File: src/hw/rtl/vp8_rtp_packetizer_assert.svh
// ----------------------------------------------------------------------------
// VP8 RTP packetizer assertion macros
// Shared property templates for the packetizer checks.
// ----------------------------------------------------------------------------
`ifndef VP8_RTP_PACKETIZER_ASSERT_SVH
`define VP8_RTP_PACKETIZER_ASSERT_SVH

// same-cycle implication, masked during reset
`define VP8PK_ASSERT_SAME(label, clk, rst, ante, cons) \
   label: assert property (@(posedge clk) disable iff (rst) (ante) |-> (cons)) \
      else $error("vp8 packetizer check failed");

// next-cycle implication, checked during reset too
`define VP8PK_ASSERT_NEXT(label, clk, ante, cons) \
   label: assert property (@(posedge clk) (ante) |=> (cons)) \
      else $error("vp8 packetizer check failed");

`endif

File: src/hw/rtl/vp8pk_pkg.sv
// ----------------------------------------------------------------------------
// VP8 RTP packetizer package
// Widths, register codes, descriptor constants and shared structs.
// ----------------------------------------------------------------------------
package vp8pk_pkg;

   // frame length field width
   localparam int FRAME_LENGTH_BITS = 20;
   localparam logic [FRAME_LENGTH_BITS-1:0] FRAME_ONE = FRAME_LENGTH_BITS'(1);

   // stream widths, whole bytes
   localparam int REQ_FIELD_BITS = 8 + FRAME_LENGTH_BITS + 32;
   localparam int REQ_TDATA_BITS = ((REQ_FIELD_BITS + 7) / 8) * 8;
   localparam int RSP_FIELD_BITS = 8 + 1 + 1 + 16 + 32 + 1;
   localparam int RSP_TDATA_BITS = ((RSP_FIELD_BITS + 7) / 8) * 8;
   localparam int RSP_TUSER_BITS = 2;

   // register port
   localparam int CSR_ADDR_BITS = 5;
   localparam int CSR_DATA_BITS = 32;

   typedef enum logic [2:0] {
      CSR_MTU       = 3'd0,
      CSR_PID_EN    = 3'd1,
      CSR_SSRC      = 3'd2,
      CSR_KIND      = 3'd3,
      CSR_FIRST_SEQ = 3'd4,
      CSR_START_PID = 3'd5
   } csr_index_type;

   localparam logic [15:0] MTU_RESET  = 16'd1200;
   localparam logic [6:0]  KIND_RESET = 7'd96;

   // descriptor sizes
   localparam logic [2:0] DSIZE_BASIC = 3'd1;
   localparam logic [2:0] DSIZE_SHORT = 3'd3;
   localparam logic [2:0] DSIZE_LONG  = 3'd4;

   // descriptor bits
   localparam logic [7:0]  DESC_S_BIT     = 8'h10;
   localparam logic [7:0]  DESC_X_BIT     = 8'h80;
   localparam logic [7:0]  DESC_I_BIT     = 8'h80;
   localparam logic [7:0]  DESC_M_BIT     = 8'h80;
   localparam logic [14:0] PID_SHORT_LIMIT = 15'd128;

   // configuration seen by the frame tracker
   typedef struct packed {
      logic [15:0] mtu;
      logic        pid_en;
      logic        seq_load;
      logic [15:0] seq_value;
      logic        pid_load;
      logic [14:0] pid_value;
   } cfg_type;

   // everything one accepted byte will emit
   typedef struct packed {
      logic            reject;
      logic [2:0]      last_idx;
      logic [3:0][7:0] desc;
      logic [7:0]      data;
      logic            pe;
      logic            mk;
      logic [15:0]     seq;
      logic [31:0]     ts;
   } plan_type;

   // one result transaction
   typedef struct packed {
      logic [7:0]  out_byte;
      logic        is_descriptor;
      logic        packet_start;
      logic        packet_end;
      logic        marker;
      logic [15:0] packet_seq;
      logic [31:0] packet_timestamp;
      logic        frame_rejected;
      logic        last_of_input;
   } result_type;

endpackage

File: src/hw/rtl/vp8pk_csr.sv
// ----------------------------------------------------------------------------
// VP8 RTP packetizer register file
// APB-style register bank with counter load strobes.
// ----------------------------------------------------------------------------
module vp8pk_csr (
   input  logic                                clock,
   input  logic                                reset,
   input  logic                                csr_psel,
   input  logic                                csr_penable,
   input  logic                                csr_pwrite,
   input  logic [vp8pk_pkg::CSR_ADDR_BITS-1:0] csr_paddr,
   input  logic [vp8pk_pkg::CSR_DATA_BITS-1:0] csr_pwdata,
   output logic [vp8pk_pkg::CSR_DATA_BITS-1:0] csr_prdata,
   output logic                                csr_pready,
   output vp8pk_pkg::cfg_type                  cfg
);

   logic [15:0] mtu_ff,       mtu_in;
   logic        pid_en_ff,    pid_en_in;
   logic [31:0] ssrc_ff,      ssrc_in;
   logic [6:0]  kind_ff,      kind_in;
   logic [15:0] first_seq_ff, first_seq_in;
   logic [14:0] start_pid_ff, start_pid_in;

   vp8pk_pkg::csr_index_type idx;
   logic                     wr_en;
   logic                     seq_load;
   logic                     pid_load;

   assign csr_pready = 1'b1;
   assign idx        = vp8pk_pkg::csr_index_type'(csr_paddr[4:2]);
   assign wr_en      = csr_psel & csr_penable & csr_pwrite & csr_pready;

   // write decode
   always_comb begin
      mtu_in       = mtu_ff;
      pid_en_in    = pid_en_ff;
      ssrc_in      = ssrc_ff;
      kind_in      = kind_ff;
      first_seq_in = first_seq_ff;
      start_pid_in = start_pid_ff;
      seq_load     = 1'b0;
      pid_load     = 1'b0;
      if (wr_en) begin
         case (idx)
            vp8pk_pkg::CSR_MTU:       mtu_in    = csr_pwdata[15:0];
            vp8pk_pkg::CSR_PID_EN:    pid_en_in = csr_pwdata[0];
            vp8pk_pkg::CSR_SSRC:      ssrc_in   = csr_pwdata[31:0];
            vp8pk_pkg::CSR_KIND:      kind_in   = csr_pwdata[6:0];
            vp8pk_pkg::CSR_FIRST_SEQ: begin
               first_seq_in = csr_pwdata[15:0];
               seq_load     = 1'b1;
            end
            vp8pk_pkg::CSR_START_PID: begin
               start_pid_in = csr_pwdata[14:0];
               pid_load     = 1'b1;
            end
            default: ;
         endcase
      end
   end

   always_ff @(posedge clock) begin
      if (reset) begin
         mtu_ff       <= vp8pk_pkg::MTU_RESET;
         pid_en_ff    <= 1'b0;
         ssrc_ff      <= '0;
         kind_ff      <= vp8pk_pkg::KIND_RESET;
         first_seq_ff <= '0;
         start_pid_ff <= '0;
      end else begin
         mtu_ff       <= mtu_in;
         pid_en_ff    <= pid_en_in;
         ssrc_ff      <= ssrc_in;
         kind_ff      <= kind_in;
         first_seq_ff <= first_seq_in;
         start_pid_ff <= start_pid_in;
      end
   end

   // read mux
   always_comb begin
      case (idx)
         vp8pk_pkg::CSR_MTU:       csr_prdata = 32'(mtu_ff);
         vp8pk_pkg::CSR_PID_EN:    csr_prdata = 32'(pid_en_ff);
         vp8pk_pkg::CSR_SSRC:      csr_prdata = ssrc_ff;
         vp8pk_pkg::CSR_KIND:      csr_prdata = 32'(kind_ff);
         vp8pk_pkg::CSR_FIRST_SEQ: csr_prdata = 32'(first_seq_ff);
         vp8pk_pkg::CSR_START_PID: csr_prdata = 32'(start_pid_ff);
         default:                  csr_prdata = '0;
      endcase
   end

   // write data goes straight to the counters on a load
   assign cfg = '{mtu:       mtu_ff,
                  pid_en:    pid_en_ff,
                  seq_load:  seq_load,
                  seq_value: csr_pwdata[15:0],
                  pid_load:  pid_load,
                  pid_value: csr_pwdata[14:0]};

endmodule

File: src/hw/rtl/vp8pk_frame.sv
// ----------------------------------------------------------------------------
// VP8 RTP packetizer frame tracker
// Holds frame and fragment state; turns each accepted byte into a plan.
// ----------------------------------------------------------------------------
module vp8pk_frame (
   input  logic                                    clock,
   input  logic                                    reset,
   input  vp8pk_pkg::cfg_type                      cfg,
   input  logic                                    accept,
   input  logic [7:0]                              data_byte,
   input  logic [vp8pk_pkg::FRAME_LENGTH_BITS-1:0] frame_bytes,
   input  logic [31:0]                             frame_timestamp,
   output logic                                    plan_valid,
   output vp8pk_pkg::plan_type                     plan
);

   localparam int FLB = vp8pk_pkg::FRAME_LENGTH_BITS;

   logic [FLB-1:0] pos_ff,   pos_in;
   logic [FLB-1:0] start_ff, start_in;
   logic [15:0]    fill_ff,  fill_in;
   logic [2:0]     dsize_ff, dsize_in;
   logic [15:0]    seq_ff,   seq_in;
   logic [14:0]    pid_ff,   pid_in;
   logic           drop_ff,  drop_in;
   logic           first_ff, first_in;

   logic [FLB-1:0] len;
   logic [FLB-1:0] remain;
   logic           last_byte;
   logic           frame_head;
   logic [2:0]     pid_size;
   logic [2:0]     dsize;
   logic           room;
   logic           reject;
   logic [15:0]    max_frag;
   logic           has_desc;
   logic           pe;
   logic           mk;

   // per-byte decisions
   always_comb begin
      len        = (frame_bytes == '0) ? vp8pk_pkg::FRAME_ONE : frame_bytes;
      last_byte  = pos_ff >= (len - vp8pk_pkg::FRAME_ONE);
      frame_head = pos_ff == '0;
      if (!cfg.pid_en || pid_ff == '0)
         pid_size = vp8pk_pkg::DSIZE_BASIC;
      else if (pid_ff < vp8pk_pkg::PID_SHORT_LIMIT)
         pid_size = vp8pk_pkg::DSIZE_SHORT;
      else
         pid_size = vp8pk_pkg::DSIZE_LONG;
      dsize    = frame_head ? pid_size : dsize_ff;
      room     = cfg.mtu > 16'(dsize);
      reject   = frame_head & ~room;
      max_frag = room ? (cfg.mtu - 16'(dsize)) : 16'd1;
      remain   = len - start_ff;
      mk       = (len <= start_ff) | (32'(remain) <= 32'(max_frag));
      has_desc = fill_ff == '0;
      pe       = last_byte | ((17'(fill_ff) + 17'd1) >= 17'(max_frag));
   end

   // plan for the emitter
   always_comb begin
      plan.reject   = reject;
      plan.last_idx = (!reject && has_desc) ? dsize : 3'd0;
      plan.desc[0]  = (first_ff ? vp8pk_pkg::DESC_S_BIT : 8'h00)
                    | ((dsize > vp8pk_pkg::DSIZE_BASIC) ? vp8pk_pkg::DESC_X_BIT : 8'h00);
      plan.desc[1]  = vp8pk_pkg::DESC_I_BIT;
      plan.desc[2]  = (dsize == vp8pk_pkg::DSIZE_SHORT) ? {1'b0, pid_ff[6:0]}
                    : (vp8pk_pkg::DESC_M_BIT | {1'b0, pid_ff[14:8]});
      plan.desc[3]  = pid_ff[7:0];
      plan.data     = data_byte;
      plan.pe       = pe;
      plan.mk       = mk;
      plan.seq      = seq_ff;
      plan.ts       = frame_timestamp;
      plan_valid    = accept & (reject | ~drop_ff);
   end

   // state update on each accepted byte
   always_comb begin
      pos_in   = pos_ff;
      start_in = start_ff;
      fill_in  = fill_ff;
      dsize_in = dsize_ff;
      seq_in   = seq_ff;
      pid_in   = pid_ff;
      drop_in  = drop_ff;
      first_in = first_ff;
      if (accept) begin
         if (reject) begin
            dsize_in = dsize;
            if (last_byte) begin
               pos_in   = '0;
               start_in = '0;
               fill_in  = '0;
               first_in = 1'b1;
               drop_in  = 1'b0;
            end else begin
               drop_in = 1'b1;
               pos_in  = vp8pk_pkg::FRAME_ONE;
            end
         end else if (drop_ff) begin
            if (last_byte) begin
               pos_in   = '0;
               start_in = '0;
               fill_in  = '0;
               first_in = 1'b1;
               drop_in  = 1'b0;
            end else begin
               pos_in = pos_ff + vp8pk_pkg::FRAME_ONE;
            end
         end else begin
            dsize_in = dsize;
            if (has_desc)
               first_in = 1'b0;
            if (pe) begin
               seq_in   = seq_ff + 16'd1;
               fill_in  = '0;
               start_in = pos_ff + vp8pk_pkg::FRAME_ONE;
            end else begin
               fill_in = fill_ff + 16'd1;
            end
            if (last_byte) begin
               pos_in   = '0;
               start_in = '0;
               fill_in  = '0;
               first_in = 1'b1;
               drop_in  = 1'b0;
               if (cfg.pid_en)
                  pid_in = pid_ff + 15'd1;
            end else begin
               pos_in = pos_ff + vp8pk_pkg::FRAME_ONE;
            end
         end
      end
      // counter loads from the register port
      if (cfg.seq_load)
         seq_in = cfg.seq_value;
      if (cfg.pid_load)
         pid_in = cfg.pid_value;
   end

   always_ff @(posedge clock) begin
      if (reset) begin
         pos_ff   <= '0;
         start_ff <= '0;
         fill_ff  <= '0;
         dsize_ff <= vp8pk_pkg::DSIZE_BASIC;
         seq_ff   <= '0;
         pid_ff   <= '0;
         drop_ff  <= 1'b0;
         first_ff <= 1'b1;
      end else begin
         pos_ff   <= pos_in;
         start_ff <= start_in;
         fill_ff  <= fill_in;
         dsize_ff <= dsize_in;
         seq_ff   <= seq_in;
         pid_ff   <= pid_in;
         drop_ff  <= drop_in;
         first_ff <= first_in;
      end
   end

endmodule

File: src/hw/rtl/vp8pk_emit.sv
// ----------------------------------------------------------------------------
// VP8 RTP packetizer emitter
// Holds one plan and walks its results into the output register.
// ----------------------------------------------------------------------------
module vp8pk_emit (
   input  logic                    clock,
   input  logic                    reset,
   input  logic                    plan_valid,
   input  vp8pk_pkg::plan_type     plan,
   output logic                    plan_ready,
   output logic                    rsp_valid,
   input  logic                    rsp_ready,
   output vp8pk_pkg::result_type   rsp
);

   vp8pk_pkg::plan_type   plan_ff,  plan_in;
   logic                  pvld_ff,  pvld_in;
   logic [2:0]            idx_ff,   idx_in;
   vp8pk_pkg::result_type rsp_ff,   rsp_in;
   logic                  rvld_ff,  rvld_in;

   logic out_free;
   logic step;
   logic done;
   logic is_data;

   assign out_free   = ~rvld_ff | rsp_ready;
   assign step       = pvld_ff & out_free;
   assign done       = step & (idx_ff == plan_ff.last_idx);
   assign plan_ready = ~pvld_ff | done;
   assign is_data    = idx_ff == plan_ff.last_idx;

   // result for the current index
   always_comb begin
      rsp_in.packet_seq       = plan_ff.seq;
      rsp_in.packet_timestamp = plan_ff.ts;
      if (plan_ff.reject) begin
         rsp_in.out_byte       = '0;
         rsp_in.is_descriptor  = 1'b0;
         rsp_in.packet_start   = 1'b0;
         rsp_in.packet_end     = 1'b0;
         rsp_in.marker         = 1'b0;
         rsp_in.frame_rejected = 1'b1;
         rsp_in.last_of_input  = 1'b1;
      end else begin
         rsp_in.out_byte       = is_data ? plan_ff.data : plan_ff.desc[idx_ff[1:0]];
         rsp_in.is_descriptor  = ~is_data;
         rsp_in.packet_start   = ~is_data & (idx_ff == 3'd0);
         rsp_in.packet_end     = is_data & plan_ff.pe;
         rsp_in.marker         = plan_ff.mk;
         rsp_in.frame_rejected = 1'b0;
         rsp_in.last_of_input  = is_data;
      end
   end

   // plan holding register and index
   always_comb begin
      plan_in = plan_ff;
      pvld_in = pvld_ff;
      idx_in  = idx_ff;
      if (plan_valid && plan_ready) begin
         plan_in = plan;
         pvld_in = 1'b1;
         idx_in  = 3'd0;
      end else if (done) begin
         pvld_in = 1'b0;
      end else if (step) begin
         idx_in = idx_ff + 3'd1;
      end
   end

   assign rvld_in = step | (rvld_ff & ~rsp_ready);

   always_ff @(posedge clock) begin
      if (reset) begin
         pvld_ff <= 1'b0;
         idx_ff  <= '0;
         rvld_ff <= 1'b0;
      end else begin
         pvld_ff <= pvld_in;
         idx_ff  <= idx_in;
         rvld_ff <= rvld_in;
      end
   end

   // payload registers
   always_ff @(posedge clock) begin
      plan_ff <= plan_in;
      if (step)
         rsp_ff <= rsp_in;
   end

   assign rsp_valid = rvld_ff;
   assign rsp       = rsp_ff;

endmodule

File: src/hw/rtl/vp8_rtp_packetizer.sv
// ----------------------------------------------------------------------------
// VP8 RTP payload packetizer
// Cuts VP8 frame bytes into fragments, each led by a payload descriptor.
//
//  channel  | dir | transaction
//  req_     | in  | one frame byte with frame length and timestamp
//  rsp_     | out | one descriptor or payload byte with packet tags
//  csr_     | in  | APB-style register read or write
//
// A byte inside a fragment gives one result; a byte that opens a fragment
// also gives its descriptor of 1, 3 or 4 bytes first. A dropped byte gives no
// result. The single output register passes one result a cycle while
// rsp_tready is high. Reset is synchronous and loads register defaults.
// rsp_tready low holds the output; req_tready drops while a byte's results
// are still draining.
// ----------------------------------------------------------------------------
module vp8_rtp_packetizer (
   input  logic                                 clock,
   input  logic                                 reset,
   // data_byte[7:0], frame_bytes, frame_timestamp, zero pad
   input  logic [vp8pk_pkg::REQ_TDATA_BITS-1:0] req_tdata,
   input  logic                                 req_tvalid,
   output logic                                 req_tready,
   // out_byte[7:0], packet_start, marker, packet_seq[15:0],
   // packet_timestamp[31:0], last_of_input, zero pad
   output logic [vp8pk_pkg::RSP_TDATA_BITS-1:0] rsp_tdata,
   // is_descriptor, frame_rejected
   output logic [vp8pk_pkg::RSP_TUSER_BITS-1:0] rsp_tuser,
   output logic                                 rsp_tlast,
   output logic                                 rsp_tvalid,
   input  logic                                 rsp_tready,
   input  logic                                 csr_psel,
   input  logic                                 csr_penable,
   input  logic                                 csr_pwrite,
   input  logic [vp8pk_pkg::CSR_ADDR_BITS-1:0]  csr_paddr,
   input  logic [vp8pk_pkg::CSR_DATA_BITS-1:0]  csr_pwdata,
   output logic [vp8pk_pkg::CSR_DATA_BITS-1:0]  csr_prdata,
   output logic                                 csr_pready
);

   `include "vp8_rtp_packetizer_assert.svh"

   localparam int FLB = vp8pk_pkg::FRAME_LENGTH_BITS;

   vp8pk_pkg::cfg_type    cfg;
   vp8pk_pkg::plan_type   plan;
   vp8pk_pkg::result_type rsp;
   logic                  plan_valid;
   logic                  accept;

   assign accept = req_tvalid & req_tready;

   vp8pk_csr u_csr (
      .clock       (clock),
      .reset       (reset),
      .csr_psel    (csr_psel),
      .csr_penable (csr_penable),
      .csr_pwrite  (csr_pwrite),
      .csr_paddr   (csr_paddr),
      .csr_pwdata  (csr_pwdata),
      .csr_prdata  (csr_prdata),
      .csr_pready  (csr_pready),
      .cfg         (cfg)
   );

   vp8pk_frame u_frame (
      .clock           (clock),
      .reset           (reset),
      .cfg             (cfg),
      .accept          (accept),
      .data_byte       (req_tdata[7:0]),
      .frame_bytes     (req_tdata[8 +: FLB]),
      .frame_timestamp (req_tdata[8 + FLB +: 32]),
      .plan_valid      (plan_valid),
      .plan            (plan)
   );

   vp8pk_emit u_emit (
      .clock      (clock),
      .reset      (reset),
      .plan_valid (plan_valid),
      .plan       (plan),
      .plan_ready (req_tready),
      .rsp_valid  (rsp_tvalid),
      .rsp_ready  (rsp_tready),
      .rsp        (rsp)
   );

   // pack the result transaction
   assign rsp_tdata = vp8pk_pkg::RSP_TDATA_BITS'({rsp.last_of_input,
                                                  rsp.packet_timestamp,
                                                  rsp.packet_seq,
                                                  rsp.marker,
                                                  rsp.packet_start,
                                                  rsp.out_byte});
   assign rsp_tuser = {rsp.frame_rejected, rsp.is_descriptor};
   assign rsp_tlast = rsp.packet_end;

   // checks
   `VP8PK_ASSERT_SAME(a_reject_single, clock, reset, rsp_tvalid && rsp_tuser[1], rsp_tdata[58] && !rsp_tlast && !rsp_tuser[0])
   `VP8PK_ASSERT_SAME(a_desc_not_end, clock, reset, rsp_tvalid && rsp_tuser[0], !rsp_tlast && !rsp_tdata[58])
   `VP8PK_ASSERT_SAME(a_end_is_last, clock, reset, rsp_tvalid && rsp_tlast, rsp_tdata[58])
   `VP8PK_ASSERT_NEXT(a_reset_idle, clock, reset, !rsp_tvalid && req_tready)

endmodule

File: config.mk
export PLATFORM = sky130hd
export DESIGN_NAME = vp8_rtp_packetizer
export DESIGN_NICKNAME = d
export VERILOG_FILES = /design/src/hw/rtl/vp8pk_pkg.sv /design/src/hw/rtl/vp8pk_csr.sv /design/src/hw/rtl/vp8pk_frame.sv /design/src/hw/rtl/vp8pk_emit.sv /design/src/hw/rtl/vp8_rtp_packetizer.sv
export VERILOG_INCLUDE_DIRS = /design/src /design/src/hw/rtl
export SDC_FILE = /design/constraint.sdc
export NUM_CORES = 1
export LEC_CHECK = 0
export ABC_AREA = 1
export BUFFER_PORTS_ARGS = -buffer_cell sky130_fd_sc_hd__buf_2
export CORE_MARGIN = 10
export CORE_UTILIZATION = 46
export DETAILED_ROUTE_END_ITERATION = 6
export PLACE_DENSITY_LB_ADDON = 0.12
export SLEW_MARGIN = 20
export SYNTH_ARGS = -nofsm -noshare
export SYNTH_HDL_FRONTEND = slang
export SYNTH_SLANG_ARGS = --single-unit
File: constraint.sdc
create_clock -name clock -period 7.9 [get_ports clock]
set_input_delay 1.58 -clock clock [delete_from_list [all_inputs] [get_ports clock]]
set_output_delay 1.58 -clock clock [all_outputs]
set_load 0.02 [all_outputs]
==> run summary <==
The post-synthesis sequential element count came out at 326. In this run the number of cells on the critical path is 28. The number of nets in the final layout is 2441.

The longest individual stage delay on the worst path came out at 0.49 ns. The total of cells resized after clock tree synthesis came out at 0. The run finished with clean final reports. The final critical-path required period came out at 5.741 ns.

Setup repair after global routing left no endpoint under its margin. The via count of the first global-routing pass came out at 13.80k. The post-CTS setup buffer count is 0. The die boundary height came out at 211.7 µm. The horizontal die dimension came out at 211.7 µm.

Pin placement for this block handled 210 I/O pins. The peak supply drop came out at 0.1728 mV. Averaged over all synthesized cells, the footprint is 8.088 µm². After synthesis, the cell types taking the most area are edfxtp_1, dfxtp_1, nand2_1. Together, buffers and inverters on the worst path number 0. The top-area cell type share of the netlist area came out at 25.22%. Clock latency on the worst-skew pair, taken at its later pin, is 0.53 ns. The type of element launching the critical path is a flip-flop. The share of the clock period used by the worst path after layout is 72.67%.

The floorplan step defined a die boundary enclosing 0.04482 mm². The hold violation count in the final report was 0. The leading area contributor after synthesis is edfxtp_1.

The area of the core region is 0.03643 mm². The worst hold path cell count came out at 0. The share of cells above drive strength 1 came out at 13.08%.

The path class of the lowest-slack min-delay path is flip-flop to flip-flop. The count of port buffers added during placement came out at 197. The design area came out at 0.01933 mm². The initial antenna violation count is 1. The clock transition at the registers of the reported paths came out at 0.06 ns. The CTS buffer count came out at 37.

Among cell families on the critical path, the largest total delay comes from simple AND/OR/NAND/NOR gates. Setup violations remaining at the end of the flow were counted as 0. The length in cells of the worst reg-to-reg path is 28.

The distinct cell type count of the synthesized netlist is 50. The largest fanout of any net on the critical path is 23. The total power after layout is 3.881 mW.

The type of destination of the critical path is a flip-flop. At the worst endpoint, the arrival time is 6.11 ns. The count of flip-flops with a built-in enable after synthesis is 142. The measured slew at the worst slew-check pin is 1.028 ns.

The clock passes through at most 3 buffers. The max-capacitance violation count came out at 0. In this run the static leakage power is 7.996 nW. The number of H-tree branching levels came out at 2. The placed instance area is 0.01818 mm². Among all flip-flop cells after synthesis, the most frequent one is dfxtp_1. The post-synthesis instance total came out at 2090.

The overall global routing resource usage came out at 20.44%. Entering global routing, the biggest net connects 87 pins. The synthesized area is 0.01690 mm².

The mean number of vias per cell came out at 5.276. For this run, the number of Yosys warnings is 0. The worst pin sits at a relative slew slack of 31.12%. The CTS tree is done.

The count of hold-fix buffers inserted at cts is 0. The detailed-placement wirelength estimate came out at 34770 µm. Wires add up to 46910 µm. The count of fill cells added during filler insertion came out at 3509.

The fraction of registers with async set/reset came out at 0%. The clock root buffer master is clkbuf_16. Detailed routing inserted a total of 14.45k vias.

The final count of pins violating max slew was 0. The power per cell area came out at 200.8 mW/mm². The worst clock skew came out at 0.02597 ns. The total global routing overflow came out at 0. Prior to clock tree synthesis, the placed netlist has a worst setup slack of 1.895 ns. The routability-driven placement congestion ratio came out at 0.9049. The number of sinks handled by clock tree synthesis came out at 326. Static timing analysis puts the maximum clock frequency at 0.1742 GHz. After layout, the worst setup slack is 2.159 ns. The row count is 70. The library cell appearing most often on the critical path is nand2_1. The post-synthesis to final-layout area growth came out at 14.35%. The total negative slack came out at 0 ns.

The number of optimization iterations in the first detailed-route pass is 7. The type of the worst setup path is flip-flop to flip-flop. For this design, the slowest cell found on the critical path is nor4_1. 0 antenna diodes ended up in the layout.

The number of nets still failing antenna checks after routing is 0. The DRC violations left is 0. The initial cell density of the core came out at 46.40%. Data on the critical path is required at its endpoint by 8.26 ns.

The detailed router's first-iteration violation count is 1107. The proportion of synthesized chip area in sequential cells came out at 47.01%. The average wire length per cell after detail routing came out at 17.13 µm.

The first global-routing pass estimated 73920 µm of wire.
-- worst paths after layout --
| check | start | endpoint | slack [ns] |
|---|---|---|---|
| worst min register to register | u_emit.plan_ff[41]$_DFFE_PP_ | u_emit.rsp[43]$_DFFE_PP_ | 0.42 |
| worst max register to register | u_frame.pos_ff[14]$_SDFFE_PP0P_ | u_frame.seq_ff[14]$_SDFFE_PP0P_ | 2.16 |
| worst max-delay path | u_frame.pos_ff[14]$_SDFFE_PP0P_ | u_frame.seq_ff[14]$_SDFFE_PP0P_ | 2.16 |
| worst min-delay path | u_emit.plan_ff[41]$_DFFE_PP_ | u_emit.rsp[43]$_DFFE_PP_ | 0.42 |
-- layout make-up --
cell class | instances | area [µm²] | area share [%]
Clock buffer | 48 | 1018 | 5.269
Tap cell | 468 | 585.6 | 3.029
Inverter | 211 | 793.3 | 4.104
Clock inverter | 15 | 132.6 | 0.6861
Sequential cell | 326 | 7948 | 41.11
Multi-Input combinational cell | 1463 | 7786 | 40.28
Timing Repair Buffer | 207 | 1067 | 5.521
-- layer usage --
layer / GRT usage [%] / up-vias / wire, µm
met5: 0 / - / 0
met4: 6.819 / 0 / 1342
met3: 3.194 / 90 / 3095
met2: 31.07 / 444 / 20190
met1: 29.05 / 6659 / 22280
li1: - / 7254 / -
-- cell usage in the layout, fill, tap and decap left out, types with 5 or more instances in the layout --
| master | count |
|---|---|
| nor4_1 | 10 |
| edfxtp_1 | 142 |
| nand3_1 | 119 |
| o21ai_0 | 111 |
| dfxtp_1 | 184 |
| nor3b_1 | 6 |
| xnor2_1 | 31 |
| nor2_1 | 201 |
| nand2_1 | 484 |
| clkbuf_1 | 7 |
| o2111ai_1 | 11 |
| clkbuf_16 | 38 |
| a21o_1 | 8 |
| nand4_1 | 34 |
| nor3_1 | 31 |
| buf_4 | 10 |
| ha_1 | 85 |
| clkinv_1 | 7 |
| inv_2 | 9 |
| xor2_1 | 57 |
| conb_1 | 6 |
| inv_1 | 200 |
| a21oi_1 | 208 |
| clkinv_2 | 6 |
| buf_2 | 196 |
| a22oi_1 | 6 |
| nor2_2 | 5 |
-- flip-flops by register name (all words and copies together) (netlist names) --
| signal | flops |
|---|---|
| u_emit.pvld_ff | 1 |
| u_csr.start_pid_ff | 15 |
| u_frame.start_ff | 20 |
| u_csr.kind_ff | 7 |
| u_frame.dsize_ff | 3 |
| u_csr.ssrc_ff | 32 |
| u_frame.pid_ff | 15 |
| u_emit.rsp | 62 |
| u_frame.drop_ff | 1 |
| u_emit.plan_ff | 80 |
| u_frame.first_ff | 1 |
| u_emit.idx_ff | 3 |
| u_frame.seq_ff | 16 |
| u_frame.fill_ff | 16 |
| u_csr.mtu_ff | 16 |
| u_csr.first_seq_ff | 16 |
| u_frame.pos_ff | 20 |
| u_emit.rsp_valid | 1 |
| u_csr.pid_en_ff | 1 |
-- cells by family (layout without fill, tap and decap cells) --
family                     after synthesis  after routing  synth area share, %
and+or+nand+nor                        915            915                23.01
AOI/OAI and AO/OA                      367            367                11.72
DFF                                    326            326                47.01
buffers and inverters                  305            481                7.127
xor gates and xnor gates                88             88                4.559
adders and majority gates               87             87                6.528
other                                    2              6              0.04442
-- synth_stat cells, types with 14 or more instances --
library cell and number:
dfxtp_1 184, inv_1 200, o21ai_0 111, nand2_1 484
nor3_1 31, xnor2_1 31, clkbuf_1 66, nand4_1 34
nor2_1 202, buf_2 14, xor2_1 57, a21oi_1 209
nand3_1 119, edfxtp_1 142, ha_1 85
-- power by group --
group / total (mW) / leakage [nW] / internal, mW / switching (mW)
registers: 1.86 / 2.85 / 1.84 / 0.0237
logic: 0.377 / 4.58 / 0.114 / 0.262
clock network: 1.64 / 0.567 / 0.972 / 0.671
-- through the flow --
step           hold WS (ns)  cells  util (%)
2_1_floorplan        0.4003   2094         -
3_3_place_gp         0.4006   2675     49.89
3_5_place_dp         0.4045   2675     49.89
4_1_cts              0.4162   2738     53.05
5_1_grt              0.4215   2738     53.06
6_report             0.4161   2738     53.06
Note: power is estimated with default switching activity, not from simulation.
